--- src/hw/rtl/eudst_pkg.sv ---
`default_nettype none

package eudst_pkg;

    localparam int unsigned YEARS = 100;
    localparam int unsigned YEAR_W = 7;
    localparam int unsigned DAYS_W = 16;
    localparam int unsigned QUAD_W = 6;

    localparam logic [31:0] EPOCH_2000_S = 32'd946684800;
    localparam logic [12:0] SUMMER_OFFSET = 13'd7200;
    localparam logic [12:0] WINTER_OFFSET = 13'd3600;

    localparam longint unsigned SECS_PER_DAY = 86400;
    localparam longint unsigned DAYS_TO_2000 = 10957;
    localparam longint unsigned WEEK_DAYS = 7;
    localparam longint unsigned SWITCH_HOUR_S = 3600;
    localparam longint unsigned QUAD_DAYS = 1461;

    // day-of-year (zero based) of the 31st of march and of october, non-leap
    localparam int unsigned MARCH_31_DOY = 89;
    localparam int unsigned OCTOBER_31_DOY = 303;

    // seconds / 86400 = (seconds >> 7) / 675, done by reciprocal multiply
    localparam int unsigned DAY_SHIFT = 7;
    localparam longint unsigned DAY_DIV = 675;
    localparam int unsigned DAY_RECIP_SH = 35;
    localparam logic [25:0] DAY_RECIP =
        26'(((64'd1 << DAY_RECIP_SH) + DAY_DIV - 64'd1) / DAY_DIV);

    // days / 1461 for a 16-bit day count
    localparam int unsigned QUAD_RECIP_SH = 27;
    localparam logic [16:0] QUAD_RECIP =
        17'(((64'd1 << QUAD_RECIP_SH) + QUAD_DAYS - 64'd1) / QUAD_DAYS);

    typedef logic [YEARS-1:0][31:0] instant_tbl_t;

    // utc instant of 01:00 on the last sunday of a 31-day month, per year
    function automatic instant_tbl_t build_tbl(input int unsigned doy31);
        instant_tbl_t tbl;
        longint unsigned leap;
        longint unsigned ys;
        longint unsigned d31;
        longint unsigned dow;
        tbl = '0;
        for (int unsigned yi = 0; yi < YEARS; yi++) begin
            leap = ((yi % 4) == 0) ? 64'd1 : 64'd0;
            ys = DAYS_TO_2000 + longint'(yi) * 365 + (longint'(yi) + 3) / 4;
            d31 = ys + longint'(doy31) + leap;
            dow = (d31 + 4) % WEEK_DAYS;
            tbl[yi] = 32'((d31 - dow) * SECS_PER_DAY + SWITCH_HOUR_S);
        end
        return tbl;
    endfunction

    localparam instant_tbl_t START_TBL = build_tbl(MARCH_31_DOY);
    localparam instant_tbl_t END_TBL = build_tbl(OCTOBER_31_DOY);

endpackage

`default_nettype wire

--- src/hw/rtl/eu_dst_utc_offset_top.sv ---
// channel | ports                                               | direction
// s_      | s_valid, s_ready, s_utc_seconds[31:0]               | in
// m_      | m_valid, m_ready, m_summer_time, m_offset_seconds[12:0],
//         | m_local_seconds[31:0]                               | out
//
// six register stages: epoch offset, day divide, four-year divide, year index,
// switch instant lookup, compare and add into the output register.
// one timestamp per cycle unless a stall on m_ready holds the pipeline.
// aresetn (synchronous, active low) empties every stage.
// a stall on m_ready freezes all stages together; nothing is dropped or repeated.
`default_nettype none

module eu_dst_utc_offset_top import eudst_pkg::*; (
    input  wire logic        aclk,
    input  wire logic        aresetn,
    input  wire logic        s_valid,
    output logic             s_ready,
    input  wire logic [31:0] s_utc_seconds,
    output logic             m_valid,
    input  wire logic        m_ready,
    output logic             m_summer_time,
    output logic [12:0]      m_offset_seconds,
    output logic [31:0]      m_local_seconds
);

    logic adv;
    logic [4:0] vld_reg;
    logic out_vld_reg;

    // stage 1
    logic [31:0] utc1_reg;
    logic [24:0] dsh1_reg;
    logic [31:0] diff;
    // stage 2
    logic [31:0] utc2_reg;
    logic [DAYS_W-1:0] days2_reg;
    logic [50:0] day_prod;
    // stage 3
    logic [31:0] utc3_reg;
    logic [DAYS_W-1:0] days3_reg;
    logic [QUAD_W-1:0] quad3_reg;
    logic [32:0] quad_prod;
    // stage 4
    logic [31:0] utc4_reg;
    logic [YEAR_W-1:0] yi4_reg;
    logic [DAYS_W-1:0] rest;
    logic [1:0] yr_in_quad;
    logic [7:0] yi_wide;
    logic [YEAR_W-1:0] yi_next;
    // stage 5
    logic [31:0] utc5_reg;
    logic [31:0] start5_reg;
    logic [31:0] end5_reg;
    // output
    logic summer;
    logic [12:0] offset;
    logic summer_reg;
    logic [12:0] offset_reg;
    logic [31:0] local_reg;

    assign adv = !out_vld_reg || m_ready;
    assign s_ready = adv;

    assign diff = s_utc_seconds - EPOCH_2000_S;
    assign day_prod = 51'(dsh1_reg) * 51'(DAY_RECIP);
    assign quad_prod = 33'(days2_reg) * 33'(QUAD_RECIP);

    always_comb begin
        rest = days3_reg - DAYS_W'(17'(quad3_reg) * 17'(QUAD_DAYS));
        if (rest < DAYS_W'(366)) begin
            yr_in_quad = 2'd0;
        end else if (rest < DAYS_W'(731)) begin
            yr_in_quad = 2'd1;
        end else if (rest < DAYS_W'(1096)) begin
            yr_in_quad = 2'd2;
        end else begin
            yr_in_quad = 2'd3;
        end
        yi_wide = {quad3_reg, 2'b00} + 8'(yr_in_quad);
        yi_next = (yi_wide > 8'(YEARS - 1)) ? YEAR_W'(YEARS - 1) : yi_wide[YEAR_W-1:0];
    end

    assign summer = (utc5_reg >= start5_reg) && (utc5_reg < end5_reg);
    assign offset = summer ? SUMMER_OFFSET : WINTER_OFFSET;

    always_ff @(posedge aclk) begin
        if (!aresetn) begin
            vld_reg <= '0;
            out_vld_reg <= 1'b0;
        end else if (adv) begin
            vld_reg <= {vld_reg[3:0], s_valid};
            out_vld_reg <= vld_reg[4];
        end
    end

    always_ff @(posedge aclk) begin
        if (adv) begin
            utc1_reg <= s_utc_seconds;
            // before 2000 the day count clamps to zero
            dsh1_reg <= (s_utc_seconds < EPOCH_2000_S) ? '0 : diff[31:DAY_SHIFT];

            utc2_reg <= utc1_reg;
            days2_reg <= day_prod[DAY_RECIP_SH +: DAYS_W];

            utc3_reg <= utc2_reg;
            days3_reg <= days2_reg;
            quad3_reg <= quad_prod[QUAD_RECIP_SH +: QUAD_W];

            utc4_reg <= utc3_reg;
            yi4_reg <= yi_next;

            utc5_reg <= utc4_reg;
            start5_reg <= START_TBL[yi4_reg];
            end5_reg <= END_TBL[yi4_reg];

            summer_reg <= summer;
            offset_reg <= offset;
            local_reg <= utc5_reg + 32'(offset);
        end
    end

    assign m_valid = out_vld_reg;
    assign m_summer_time = summer_reg;
    assign m_offset_seconds = offset_reg;
    assign m_local_seconds = local_reg;

endmodule

`default_nettype wire

--- config.mk ---
export PLATFORM = sky130hd
export DESIGN_NAME = eu_dst_utc_offset_top
export DESIGN_NICKNAME = d
export VERILOG_FILES = /design/src/hw/rtl/eudst_pkg.sv /design/src/hw/rtl/eu_dst_utc_offset_top.sv
export SDC_FILE = /design/constraint.sdc
export NUM_CORES = 2
export LEC_CHECK = 0
export ABC_CLOCK_PERIOD_IN_PS = 12500
export BUFFER_PORTS_ARGS = -buffer_cell sky130_fd_sc_hd__buf_4
export CAP_MARGIN = 20
export CORE_ASPECT_RATIO = 0.7
export CORE_MARGIN = 5
export CORE_UTILIZATION = 50
export DETAILED_ROUTE_END_ITERATION = 10
export HOLD_SLACK_MARGIN = 0.06
export PLACE_DENSITY = 0.66
export SLEW_MARGIN = 5
export SYNTH_ARGS = -nofsm -noshare
export SYNTH_HDL_FRONTEND = slang
export SYNTH_SLANG_ARGS = --single-unit
--- constraint.sdc ---
create_clock -name aclk -period 12.5 [get_ports aclk]
set_input_delay 1.875 -clock aclk [delete_from_list [all_inputs] [get_ports aclk]]
set_output_delay 1.875 -clock aclk [all_outputs]
set_load 0.005 [all_outputs]
==> flow_metrics.tcl <==
set metrics [dict create \
    clkLatencyLatePin_ns 0.54 \
    synth-edff-count 311 \
    cp-startpoint "dsh1_reg[5]" \
    cp_slowest_cell "edfxtp_1" \
    rows 77 \
    fin_nets 3982 \
    root_buffer "clkbuf_16" \
    die_area_mm2 0.0693 \
    drt_wl_total_mm 79.6 \
    ant_nets 0 \
    drc_errors 0 \
    avgSynthCellArea_um2 10.4 \
    path_clk_slew_ns 0.07 \
    yosys.cell_types.count 78 \
    worstPathCellList "inv_1 -> ha_1 -> inv_1 -> fa_1 -> ha_1 -> inv_1 -> fa_1 -> inv_1 -> fa_1 -> fa_1 -> inv_1 -> fa_1 -> inv_1 -> ha_1 -> a21o_1 -> and3_1 -> o221a_1 -> a211o_1 -> a211o_1 -> or2_1 -> a31oi_1 -> o21bai_1 -> xor2_1" \
    synth_mux_area_share_pct 0.582 \
    ys.flop_type "edfxtp_1" \
    grt_pass1_vias 22700 \
    antenna_found_initial 0 \
    drive_gt1_share_pct 5.22 \
    port-buffer-count 74 \
    cts_setup_buffers 0 \
    first_pass_iters 7 \
    worst_pin_slew_ns 1.10 \
    hold_viol_final 0 \
    cp_top_family "adder cells" \
    clock_path_buffers 3 \
    routabilityCongestion 0.990 \
    start_kind "register" \
    via_per_inst 5.63 \
    crit_type "reg2reg" \
    synth.yosys.seq_area_share_pct 29.5 \
    async_flop_share_pct 0 \
    min_period_ns 7.07 \
    finalSetupTns_ns 0 \
    fp.dieW_um 312 \
    dp_cells 3911 \
    io_pins 84 \
    start_util_pct 50.6 \
    dp_hpwl_mm 62.7 \
    wire_per_inst_um 20.1 \
    die_y_um 222 \
    status "finished, final reports clean" \
    fin_crit_sh_pct 56.5 \
    grt_max_degree 92 \
    synth-simple-area-share_pct 7.14 \
    ys_top_cells_by_area "edfxtp_1 29%, ha_1 21%, fa_1 19%" \
    cp.depth 23 \
    vias 22300 \
    crit_required_ns 12.78 \
    hold_buffers 0 \
    ctsResizeCount 0 \
    synth.most_common_cell "inv_1" \
    slew_violations 0 \
    max_freq_mhz 141 \
    cpMostUsedCell "inv_1" \
    hold_class "reg2reg" \
    synth_top_area_share_pct 29.2 \
    synth_top_family_by_area "adder cells" \
    numCtsBuffers 34 \
    ys_ff_latch 317 \
    hold_depth 0 \
    worstSetupEndpointType "register" \
    synth_area_mm2 0.0320 \
    area_growth_pct 7.62 \
    arrival_ns 7.35 \
    instances_no_fill 3968 \
    synth_adder_area_share_pct 39.4 \
    yosys.area.top_type "edfxtp_1" \
    cap_violations 0 \
    clock_sinks 317 \
    reg2reg_setup_slack_ns 5.43 \
    max_slew_margin_pct 24.7 \
    synth_common_cells "627 x inv_1, 526 x ha_1, 311 x edfxtp_1" \
    rsz0062_at_grt "no" \
    syn_inst 3088 \
    skew_ns 0.0190 \
    critical_path_buf_inv_count 6 \
    max_stage_delay_ns 0.73 \
    grt_util_all_layers_pct 23.1 \
    grt.overflow.total 0 \
    timing.rr.start "dsh1_reg[5]" \
    h-tree-depth 2 \
    yosysWarnings 0 \
    core_mm2 0.0633 \
    grt_pass1_wl_mm 128 \
    drt_iter0_markers 2666 \
    synth_xor_area_share_pct 2.57 \
    cp_max_fo 11 \
    min_from "utc3_reg[27]" \
    synth_compound_area_share_pct 11.9 \
    setup_viol 0 \
    num_antenna_cells 0 \
    worstRegToRegCells 23 \
    cts_tree "built" \
]
==> final timing paths <==
kind             endpoint
max          days2_reg[9]
min          utc4_reg[27]
max reg2reg  days2_reg[9]
min reg2reg  utc4_reg[27]
==> area by class of cell <==
class / instances / area [um^2]
fillers: 5538 / 28800
clock inverters: 15 / 201
flip-flops and latches: 317 / 9460
multi-input cells: 2039 / 19800
repair buffers: 98 / 736
inverters: 628 / 2360
well taps: 829 / 1040
clock buffers: 42 / 891
==> kinds of logic (layout without fill, tap and decap cells) <==
kind of cell,Yosys count,after routing
flops,317,317
other cells,2,9
simple gates,497,497
fa+ha+maj,828,828
compound gates,600,600
xor+xnor,94,94
buf+inv,739,783
mux,11,11
==> layer usage <==
layer  vias up  track usage [%]  routed length [um]
li1      10500                -                   -
met1     11000             35.1               37500
met2       730             34.5               34800
met3       111             4.15                5510
met4         0             5.57                1790
met5         -                0                   0
==> cell usage in the layout (no fill, tap or decap), types with 9 or more instances in the layout <==
cell	synthesis	routed
ha_1	526	526
o21ai_1	12	12
fa_1	302	302
nor3_1	32	31
a31oi_1	22	22
inv_1	627	626
and3_1	13	13
xnor2_1	59	59
edfxtp_1	311	311
a211oi_1	40	40
nor2b_1	22	22
nand4_1	20	20
a211o_1	9	9
nand2b_1	22	22
a221oi_1	11	11
o211ai_1	26	26
o22ai_1	11	11
o221ai_1	10	10
a21oi_1	163	163
o21a_1	13	13
xor2_1	35	35
o21ai_0	151	151
nor2_1	147	147
nand2_1	167	167
conb_1	2	9
nand3_1	33	33
a21o_1	40	40
clkbuf_16	0	34
a311oi_1	9	9
buf_4	12	98
==> through the flow <==
step	hold WS [ns]	utilization (%)	setup slack [ns]	area (um^2)
2_1_floorplan	0.400	-	2.47	32000
3_3_place_gp	0.401	52.7	5.71	33400
3_5_place_dp	0.405	52.7	5.53	33400
4_1_cts	0.408	54.4	5.42	34500
5_1_grt	0.418	54.4	5.14	34500
6_report	0.404	54.4	5.43	34500
Power is left out: the tool's default activity adds up to more than one toggle a clock period on the data nets, which glitch-free logic cannot reach.
